<file path="src/hw/rtl/assert_macros.svh">
// Assertion macros shared by the merge grouper RTL.
// Each macro expects clk and rst_n in the scope where it is used.
`ifndef ASSERT_MACROS_SVH
`define ASSERT_MACROS_SVH

// Condition holds on every cycle out of reset.
`define ASSERT_ALWAYS(lbl, expr) \
  lbl: assert property (@(posedge clk) disable iff (!rst_n) (expr)) \
    else $error("assertion failed");

// Consequent holds on the cycle after the antecedent.
`define ASSERT_NEXT(lbl, ante, cons) \
  lbl: assert property (@(posedge clk) disable iff (!rst_n) (ante) |=> (cons)) \
    else $error("assertion failed");

`endif

</file>
<file path="src/hw/rtl/kmg_pkg.sv">
// Package for the k-way record merge grouper: sizes, status codes and
// the result and compare-tree node types. No dependencies.
`default_nettype none

package kmg_pkg;

  localparam int WAYS        = 8;
  localparam int KEY_W       = 32;
  localparam int IDX_W       = $clog2(WAYS);
  localparam int CNT_W       = $clog2(WAYS + 1);
  localparam int CFG_W       = 4;
  localparam int TREE_LEAVES = 1 << IDX_W;
  localparam int TREE_NODES  = 2 * TREE_LEAVES - 1;

  localparam logic [1:0] ST_RECORD = 2'd0;
  localparam logic [1:0] ST_DONE   = 2'd1;
  localparam logic [1:0] ST_ERROR  = 2'd2;

  typedef struct packed {
    logic [1:0]       status;
    logic [KEY_W-1:0] term;
    logic [KEY_W-1:0] doc;
    logic             new_term;
    logic [IDX_W-1:0] refill;
  } res_t;

  typedef struct packed {
    logic               vld;
    logic [IDX_W-1:0]   idx;
    logic [2*KEY_W-1:0] key;
  } node_t;

endpackage

`default_nettype wire

</file>
<file path="src/hw/rtl/kmg_min_tree.sv">
// Compare tree that picks the smallest valid head by (term, doc, index).
// Uses kmg_pkg for sizes and the node type.
`default_nettype none

module kmg_min_tree (
  input  wire logic [kmg_pkg::WAYS-1:0]  leaf_vld,
  input  wire logic [kmg_pkg::KEY_W-1:0] leaf_term [kmg_pkg::WAYS],
  input  wire logic [kmg_pkg::KEY_W-1:0] leaf_doc  [kmg_pkg::WAYS],
  output logic                           found,
  output logic [kmg_pkg::IDX_W-1:0]      best_idx,
  output logic [kmg_pkg::KEY_W-1:0]      best_term,
  output logic [kmg_pkg::KEY_W-1:0]      best_doc
);

  kmg_pkg::node_t nodes [kmg_pkg::TREE_NODES];

  for (genvar i = 0; i < kmg_pkg::TREE_LEAVES; i++) begin : g_leaf
    if (i < kmg_pkg::WAYS) begin : g_real
      assign nodes[kmg_pkg::TREE_LEAVES-1+i] =
        '{vld: leaf_vld[i], idx: kmg_pkg::IDX_W'(i), key: {leaf_term[i], leaf_doc[i]}};
    end else begin : g_pad
      assign nodes[kmg_pkg::TREE_LEAVES-1+i] = '0;
    end
  end

  // left child holds lower indices: it wins ties
  for (genvar j = 0; j < kmg_pkg::TREE_LEAVES - 1; j++) begin : g_node
    logic take_right;
    assign take_right = nodes[2*j+2].vld &&
                        (!nodes[2*j+1].vld || (nodes[2*j+2].key < nodes[2*j+1].key));
    assign nodes[j] = take_right ? nodes[2*j+2] : nodes[2*j+1];
  end

  assign found     = nodes[0].vld;
  assign best_idx  = nodes[0].idx;
  assign best_term = nodes[0].key[2*kmg_pkg::KEY_W-1:kmg_pkg::KEY_W];
  assign best_doc  = nodes[0].key[kmg_pkg::KEY_W-1:0];

endmodule

`default_nettype wire

</file>
<file path="src/hw/rtl/kmg_core.sv">
// Input register, head slots and merge decision for the merge grouper.
// Uses kmg_pkg, kmg_min_tree and assert_macros.svh.
`default_nettype none
`include "assert_macros.svh"

module kmg_core (
  input  wire logic                         clk,
  input  wire logic                         rst_n,
  input  wire logic [kmg_pkg::CFG_W-1:0]    active_cfg,
  input  wire logic                         in_valid,
  output logic                              in_ready,
  input  wire logic [kmg_pkg::IDX_W-1:0]    in_stream_index,
  input  wire logic                         in_end_of_stream,
  input  wire logic [kmg_pkg::KEY_W-1:0]    in_term_id,
  input  wire logic [kmg_pkg::KEY_W-1:0]    in_doc_id,
  input  wire logic                         res_free,
  output logic                              res_valid,
  output kmg_pkg::res_t                     res
);

  logic                      in_v_r;
  logic [kmg_pkg::IDX_W-1:0] in_idx_r;
  logic                      in_eos_r;
  logic [kmg_pkg::KEY_W-1:0] in_term_r;
  logic [kmg_pkg::KEY_W-1:0] in_doc_r;

  logic [kmg_pkg::WAYS-1:0]  head_full_r, head_full_nxt;
  logic [kmg_pkg::WAYS-1:0]  run_ended_r, run_ended_nxt;
  logic [kmg_pkg::KEY_W-1:0] head_term_r [kmg_pkg::WAYS];
  logic [kmg_pkg::KEY_W-1:0] head_doc_r  [kmg_pkg::WAYS];
  logic [kmg_pkg::KEY_W-1:0] prev_term_r, prev_term_nxt;
  logic                      have_prev_r, have_prev_nxt;

  logic [kmg_pkg::CNT_W-1:0] n_act;
  logic [kmg_pkg::WAYS-1:0]  act;
  logic                      fire, err, wr_head, ready_all, emit;
  logic [kmg_pkg::WAYS-1:0]  full_upd, ended_upd;
  logic [kmg_pkg::KEY_W-1:0] leaf_term [kmg_pkg::WAYS];
  logic [kmg_pkg::KEY_W-1:0] leaf_doc  [kmg_pkg::WAYS];
  logic                      found;
  logic [kmg_pkg::IDX_W-1:0] best_idx;
  logic [kmg_pkg::KEY_W-1:0] best_term, best_doc;

  assign fire     = in_v_r && res_free;
  assign in_ready = !in_v_r || fire;

  always_comb begin
    if (active_cfg == '0) begin
      n_act = kmg_pkg::CNT_W'(1);
    end else if (kmg_pkg::CNT_W'(active_cfg) > kmg_pkg::CNT_W'(kmg_pkg::WAYS)) begin
      n_act = kmg_pkg::CNT_W'(kmg_pkg::WAYS);
    end else begin
      n_act = kmg_pkg::CNT_W'(active_cfg);
    end
  end

  always_comb begin
    for (int i = 0; i < kmg_pkg::WAYS; i++) begin
      act[i] = kmg_pkg::CNT_W'(i) < n_act;
    end
  end

  assign err = (kmg_pkg::CNT_W'(in_idx_r) >= n_act) || head_full_r[in_idx_r] ||
               run_ended_r[in_idx_r];
  assign wr_head = !err && !in_eos_r;

  always_comb begin
    full_upd  = head_full_r;
    ended_upd = run_ended_r;
    if (!err) begin
      if (in_eos_r) begin
        ended_upd[in_idx_r] = 1'b1;
      end else begin
        full_upd[in_idx_r] = 1'b1;
      end
    end
  end

  always_comb begin
    for (int i = 0; i < kmg_pkg::WAYS; i++) begin
      if (wr_head && (in_idx_r == kmg_pkg::IDX_W'(i))) begin
        leaf_term[i] = in_term_r;
        leaf_doc[i]  = in_doc_r;
      end else begin
        leaf_term[i] = head_term_r[i];
        leaf_doc[i]  = head_doc_r[i];
      end
    end
  end

  kmg_min_tree u_tree (
    .leaf_vld  (full_upd & act),
    .leaf_term (leaf_term),
    .leaf_doc  (leaf_doc),
    .found     (found),
    .best_idx  (best_idx),
    .best_term (best_term),
    .best_doc  (best_doc)
  );

  assign ready_all = &(full_upd | ended_upd | ~act);
  assign emit      = !err && ready_all && found;
  assign res_valid = fire && (err || ready_all);

  always_comb begin
    res = '0;
    if (err) begin
      res.status = kmg_pkg::ST_ERROR;
    end else if (!found) begin
      res.status = kmg_pkg::ST_DONE;
    end else begin
      res.status   = kmg_pkg::ST_RECORD;
      res.term     = best_term;
      res.doc      = best_doc;
      res.new_term = !have_prev_r || (best_term != prev_term_r);
      res.refill   = best_idx;
    end
  end

  always_comb begin
    head_full_nxt = head_full_r;
    run_ended_nxt = run_ended_r;
    prev_term_nxt = prev_term_r;
    have_prev_nxt = have_prev_r;
    if (fire) begin
      head_full_nxt = full_upd;
      run_ended_nxt = ended_upd;
      if (emit) begin
        head_full_nxt[best_idx] = 1'b0;
        prev_term_nxt           = best_term;
        have_prev_nxt           = 1'b1;
      end
    end
  end

  always_ff @(posedge clk) begin
    if (!rst_n) begin
      in_v_r      <= 1'b0;
      head_full_r <= '0;
      run_ended_r <= '0;
      prev_term_r <= '0;
      have_prev_r <= 1'b0;
    end else begin
      if (in_valid && in_ready) begin
        in_v_r <= 1'b1;
      end else if (fire) begin
        in_v_r <= 1'b0;
      end
      head_full_r <= head_full_nxt;
      run_ended_r <= run_ended_nxt;
      prev_term_r <= prev_term_nxt;
      have_prev_r <= have_prev_nxt;
    end
  end

  always_ff @(posedge clk) begin
    if (in_valid && in_ready) begin
      in_idx_r  <= in_stream_index;
      in_eos_r  <= in_end_of_stream;
      in_term_r <= in_term_id;
      in_doc_r  <= in_doc_id;
    end
    if (fire && wr_head) begin
      head_term_r[in_idx_r] <= in_term_r;
      head_doc_r[in_idx_r]  <= in_doc_r;
    end
  end

  `ASSERT_ALWAYS(a_full_ended_excl, (head_full_r & run_ended_r) == '0)
  `ASSERT_NEXT(a_emit_clears_slot, fire && emit, !head_full_r[$past(best_idx)])
  `ASSERT_NEXT(a_err_keeps_slots, fire && err, $stable(head_full_r) && $stable(run_ended_r))

endmodule

`default_nettype wire

</file>
<file path="src/hw/rtl/kway_record_merge_grouper_unit.sv">
// K-way record merge grouper: configuration register, core and result register.
// Uses kmg_pkg and kmg_core.
// Usage:
//   cfg_we/cfg_wdata write active_streams (number of runs, saturated to 1..8);
//   write only while the block is idle. Reset value is 8.
//   Input channel (in_valid/in_ready): each transaction delivers the next
//   record of one run, or that run's end mark, into its head slot.
//   Result channel (out_valid/out_ready): status 0 carries the smallest head
//   with its new-term flag and the run to refill, status 1 reports that all
//   runs ended, status 2 flags a dropped transaction for a bad slot.
//   Apart from a dropped one, a transaction that leaves some active run
//   without head or end mark produces no result.
// Timing:
//   A transaction lands in the input register; once the result register is
//   free, the merge decision (eight-way compare tree over the head registers)
//   loads the result register and raises out_valid when it yields a result.
//   Throughput is one transaction per cycle while out_ready stays high.
//   When the receiver stalls, the result register holds and the input
//   register fills, then in_ready drops until the result is taken.
// Reset: synchronous, active low; clears all slots, flags and pending data.
`default_nettype none

module kway_record_merge_grouper_unit (
  input  wire logic                        clk,
  input  wire logic                        rst_n,
  input  wire logic                        cfg_we,
  input  wire logic [kmg_pkg::CFG_W-1:0]   cfg_wdata,
  input  wire logic                        in_valid,
  output logic                             in_ready,
  input  wire logic [kmg_pkg::IDX_W-1:0]   in_stream_index,
  input  wire logic                        in_end_of_stream,
  input  wire logic [kmg_pkg::KEY_W-1:0]   in_term_id,
  input  wire logic [kmg_pkg::KEY_W-1:0]   in_doc_id,
  output logic                             out_valid,
  input  wire logic                        out_ready,
  output logic [1:0]                       out_status,
  output logic [kmg_pkg::KEY_W-1:0]        out_term,
  output logic [kmg_pkg::KEY_W-1:0]        out_doc,
  output logic                             out_new_term,
  output logic [kmg_pkg::IDX_W-1:0]        out_refill_stream
);

  logic [kmg_pkg::CFG_W-1:0] active_r;
  logic                      out_valid_r;
  kmg_pkg::res_t             out_res_r;
  kmg_pkg::res_t             res;
  logic                      res_valid, res_free;

  assign res_free = !out_valid_r || out_ready;

  kmg_core u_core (
    .clk              (clk),
    .rst_n            (rst_n),
    .active_cfg       (active_r),
    .in_valid         (in_valid),
    .in_ready         (in_ready),
    .in_stream_index  (in_stream_index),
    .in_end_of_stream (in_end_of_stream),
    .in_term_id       (in_term_id),
    .in_doc_id        (in_doc_id),
    .res_free         (res_free),
    .res_valid        (res_valid),
    .res              (res)
  );

  always_ff @(posedge clk) begin
    if (!rst_n) begin
      active_r    <= kmg_pkg::CFG_W'(kmg_pkg::WAYS);
      out_valid_r <= 1'b0;
    end else begin
      if (cfg_we) begin
        active_r <= cfg_wdata;
      end
      if (res_free) begin
        out_valid_r <= res_valid;
      end
    end
  end

  always_ff @(posedge clk) begin
    if (res_free && res_valid) begin
      out_res_r <= res;
    end
  end

  assign out_valid         = out_valid_r;
  assign out_status        = out_res_r.status;
  assign out_term          = out_res_r.term;
  assign out_doc           = out_res_r.doc;
  assign out_new_term      = out_res_r.new_term;
  assign out_refill_stream = out_res_r.refill;

endmodule

`default_nettype wire

</file>
<file path="config.mk">
export PLATFORM = sky130hd
export DESIGN_NAME = kway_record_merge_grouper_unit
export DESIGN_NICKNAME = d
export VERILOG_FILES = /design/src/hw/rtl/kmg_pkg.sv /design/src/hw/rtl/kmg_min_tree.sv /design/src/hw/rtl/kmg_core.sv /design/src/hw/rtl/kway_record_merge_grouper_unit.sv
export VERILOG_INCLUDE_DIRS = /design/src /design/src/hw/rtl
export SDC_FILE = /design/constraint.sdc
export NUM_CORES = 2
export LEC_CHECK = 0
export ABC_AREA = 1
export BUFFER_PORTS_ARGS = -buffer_cell sky130_fd_sc_hd__buf_2
export CELL_PAD_IN_SITES_DETAIL_PLACEMENT = 1
export CELL_PAD_IN_SITES_GLOBAL_PLACEMENT = 2
export CORE_MARGIN = 5
export CORE_UTILIZATION = 44
export CTS_BUF_LIST = sky130_fd_sc_hd__clkbuf_8
export CTS_CLUSTER_SIZE = 28
export DETAILED_ROUTE_END_ITERATION = 10
export GPL_ROUTABILITY_DRIVEN = 0
export MAX_ROUTING_LAYER = met4
export PLACE_DENSITY = 0.91
export SYNTH_ARGS = -nofsm -noshare
export SYNTH_HDL_FRONTEND = slang
export SYNTH_SLANG_ARGS = --single-unit
export TNS_END_PERCENT = 30
</file>
<file path="constraint.sdc">
create_clock -name clk -period 15.75 [get_ports clk]
set_input_delay 3.15 -clock clk [delete_from_list [all_inputs] [get_ports clk]]
set_output_delay 3.15 -clock clk [all_outputs]
set_load 0.02 [all_outputs]
</file>
==> flow_summary.ini <==
[grt]
grt_antenna_before_repair = 3
gr-total-overflow = 0
grt_pass1_wl_mm = 225
grt_max_degree = 131
grt_pass1_vias = 37500
grt_use_total_pct = 29.4

[yosys]
yosys_warnings = 0
synth_cell_types = 45
synth_edf_count = 650
synthTopCellsByArea = edfxtp_1, ha_1, nand2_1
syn-num-nets = 5302
synth_most_common_cell = nand2_1
synth_top_area_share_pct = 46.0
synth_seq_cells = 705
synth_top_cell_by_area = edfxtp_1
netlist_top_cells_count = nand2_1, o21ai_0, edfxtp_1
postSynth.asyncResetShare_pct = 0
syn_area_per_cell_um2 = 8.87
syn-cell-area_um2 = 42400
ys_seq_area_share_pct = 48.6
synthFlopType = edfxtp_1
syn-instance-count = 4783

[drt]
drc_errors = 0
drt_first_pass_iters = 5
drtAntennaViolNets = 0
wire_per_inst_um = 23.8
via_per_inst = 5.80
num_vias = 36500
drt_iter0_drc = 2553
drt_wl_total_mm = 150

[clock_tree]
hold_buffers = 0
post_cts.repair.setup_buffers = 0
clock_latency_ps = 840
numCtsBuffers = 131
cts_tree = yes
cts.sinks = 705
cts_buffer_depth = 3
ctsRootBufferMaster = clkbuf_8
htree_levels = 4
path_clk_slew_ps = 60
cts-resized-gates = 0

[sta]
slew_headroom_pct = 16.0
tightest_slew_ps = 1250
rsz0062_at_grt = false
setup_viol = 0
drv_slew = 0
fmax_ghz = 0.0711
hold_viol_final = 0
fin_crit_sh_pct = 89.3
post-route-min-period_ps = 14060
setup_tns_ps = 0
skew_ps = 42.1

[critical_path]
regToRegSetupSlack_ps = 1690
startpoint = active_r[2]
arrival_ps = 14610
r2r_cells = 62
critPathMaxFanout = 78
max_stage_delay_ps = 880
r2r-end = out_new_term
cp_slowest_cell = nand4_1
crit_top_cell = nand2_1
crit_path_end_kind = flip-flop
critPathCapture = out_new_term
rr_startpoint = active_r[2]
critPathLaunchType = flip-flop
worstSetupPathType = flip-flop to flip-flop
cp.required_ps = 16290

[hold_path]
min-delay-start = u_core.have_prev_r
hold_path_class = flip-flop to flip-flop

[place]
port_buffers = 148
dp_hpwl_mm = 106

[cells_and_area]
seq_area_um2 = 20600
final_nets = 5425
fill_cells = 11300
fin_util_pct = 48.9
synthToLayoutAreaGrowth_pct = 10.9
multiInputGateArea_um2 = 20100
drive_above_1_share_pct = 8.72

[floorplan]
start_util_pct = 44.1
fp.dieW_um = 321
num_rows = 114
io_pins = 149
die_height_um = 321
die_area_um2 = 103000
core_um2 = 96300

[power_and_ir_drop]
total_power_w = 0.00437
p_leak_nw = 19.0
powerDensity_nw_per_um2 = 92.9
peakVddDrop_uv = 81.8

[flow_run]
cap_violations = 0

[status]
run_status = complete, no violations
[through the flow]
step,hold WS (ps),worst slack [ps],instances,instance area [um^2]
after floorplan,430,6640,4783,42400
after global placement,445,2480,6049,44600
after detailed placement,444,2050,6049,44600
after CTS,463,2000,6287,47000
after global routing,492,778,6288,47000
final,462,1690,6291,47100
[per-layer routing]
| metal | GRT usage (%) | vias up | share of wire, % |
|---|---|---|---|
| met2 | 49.8 | 1026 | 49 |
| met4 | 14.9 | 0 | 5.8 |
| met3 | 3.65 | 349 | 4.8 |
| met1 | 34.6 | 17900 | 41 |
| li1 | - | 17200 | - |
| met5 | - | - | 0 |
[logic make-up (layout without fill, tap and decap cells)]
| logic type | after synthesis | count (layout) | synth area share, % |
|---|---|---|---|
| and+or+nand+nor | 1754 | 1754 | 16.7 |
| AOI/OAI and AO/OA | 1396 | 1396 | 17.3 |
| DFF | 705 | 705 | 48.6 |
| buffers and inverters | 484 | 712 | 4.39 |
| adders and majority gates | 442 | 442 | 13.0 |
| xor gates and xnor gates | 2 | 2 | 0.0413 |
| other | 0 | 4 | 0 |
[worst min-delay path by stage]
stage | cells after the start | slack (ps) | endpoint
after floorplan | 2 | 430 | u_core.have_prev_r
final | 2 | 460 | u_core.have_prev_r
after detailed placement | 2 | 440 | u_core.have_prev_r
after global placement | 2 | 440 | u_core.have_prev_r
after CTS | 2 | 460 | u_core.have_prev_r
after global routing | 2 | 490 | u_core.have_prev_r
[cells in the final DEF (no fill, tap or decap), types with 7 or more instances in the layout]
master and count:
ha_1 442, nand3b_1 8, nand2_1 1362, o21ai_0 987, a21oi_1 280, a211oi_1 48, buf_4 63, nor4_1 12
inv_2 7, a31oi_1 16, clkinv_2 14, inv_1 287, nor3_1 33, clkbuf_8 138, buf_12 7, nor2_1 152
nor2_4 13, dfxtp_1 55, nand4_1 61, buf_2 148, clkinv_1 29, edfxtp_1 650, nand3_1 88, o221ai_1 19
o221a_2 7, o211ai_1 7
[layout make-up]
cell class	instances	share of cell area [%]
Sequential cell	705	43.8
Antenna cell	4	0.0213
Inverter	256	2.06
Clock buffer	138	4.04
Tap cell	1276	3.39
Timing Repair Buffer	218	2.88
Clock inverter	100	1.16
Multi-Input combinational cell	3594	42.6
[worst max-delay path: cells and delay by family (launching register included)]
kind / cells / cell delay [ps]
AND/OR/NAND/NOR: 35 / 5440
AO/OA/AOI/OAI: 13 / 3390
buffers and inverters: 10 / 3350
adder cells (fa/ha/maj): 4 / 1140
flip-flops: 1 / 350
[flip-flops by register name, indices dropped and copies added (netlist names)]
name and cells:
u_core.head_doc_r 256, u_core.head_term_r 256, out_doc 32, out_term 32, u_core.in_doc_r 32, u_core.in_term_r 32, u_core.prev_term_r 32, u_core.head_full_r 8
u_core.run_ended_r 8, active_r 4, out_refill_stream 3, u_core.in_idx_r 3, out_status 2, out_new_term 1, out_valid 1, u_core.have_prev_r 1
u_core.in_eos_r 1, u_core.in_v_r 1
[power by group]
part	leakage, nW	internal [W]	switching, W
Clock	1.41	0.000879	0.000832
Sequential	6.43	0.00208	0.0000348
Combinational	11.2	0.000155	0.000392
Note: power is estimated with default switching activity, not from simulation.
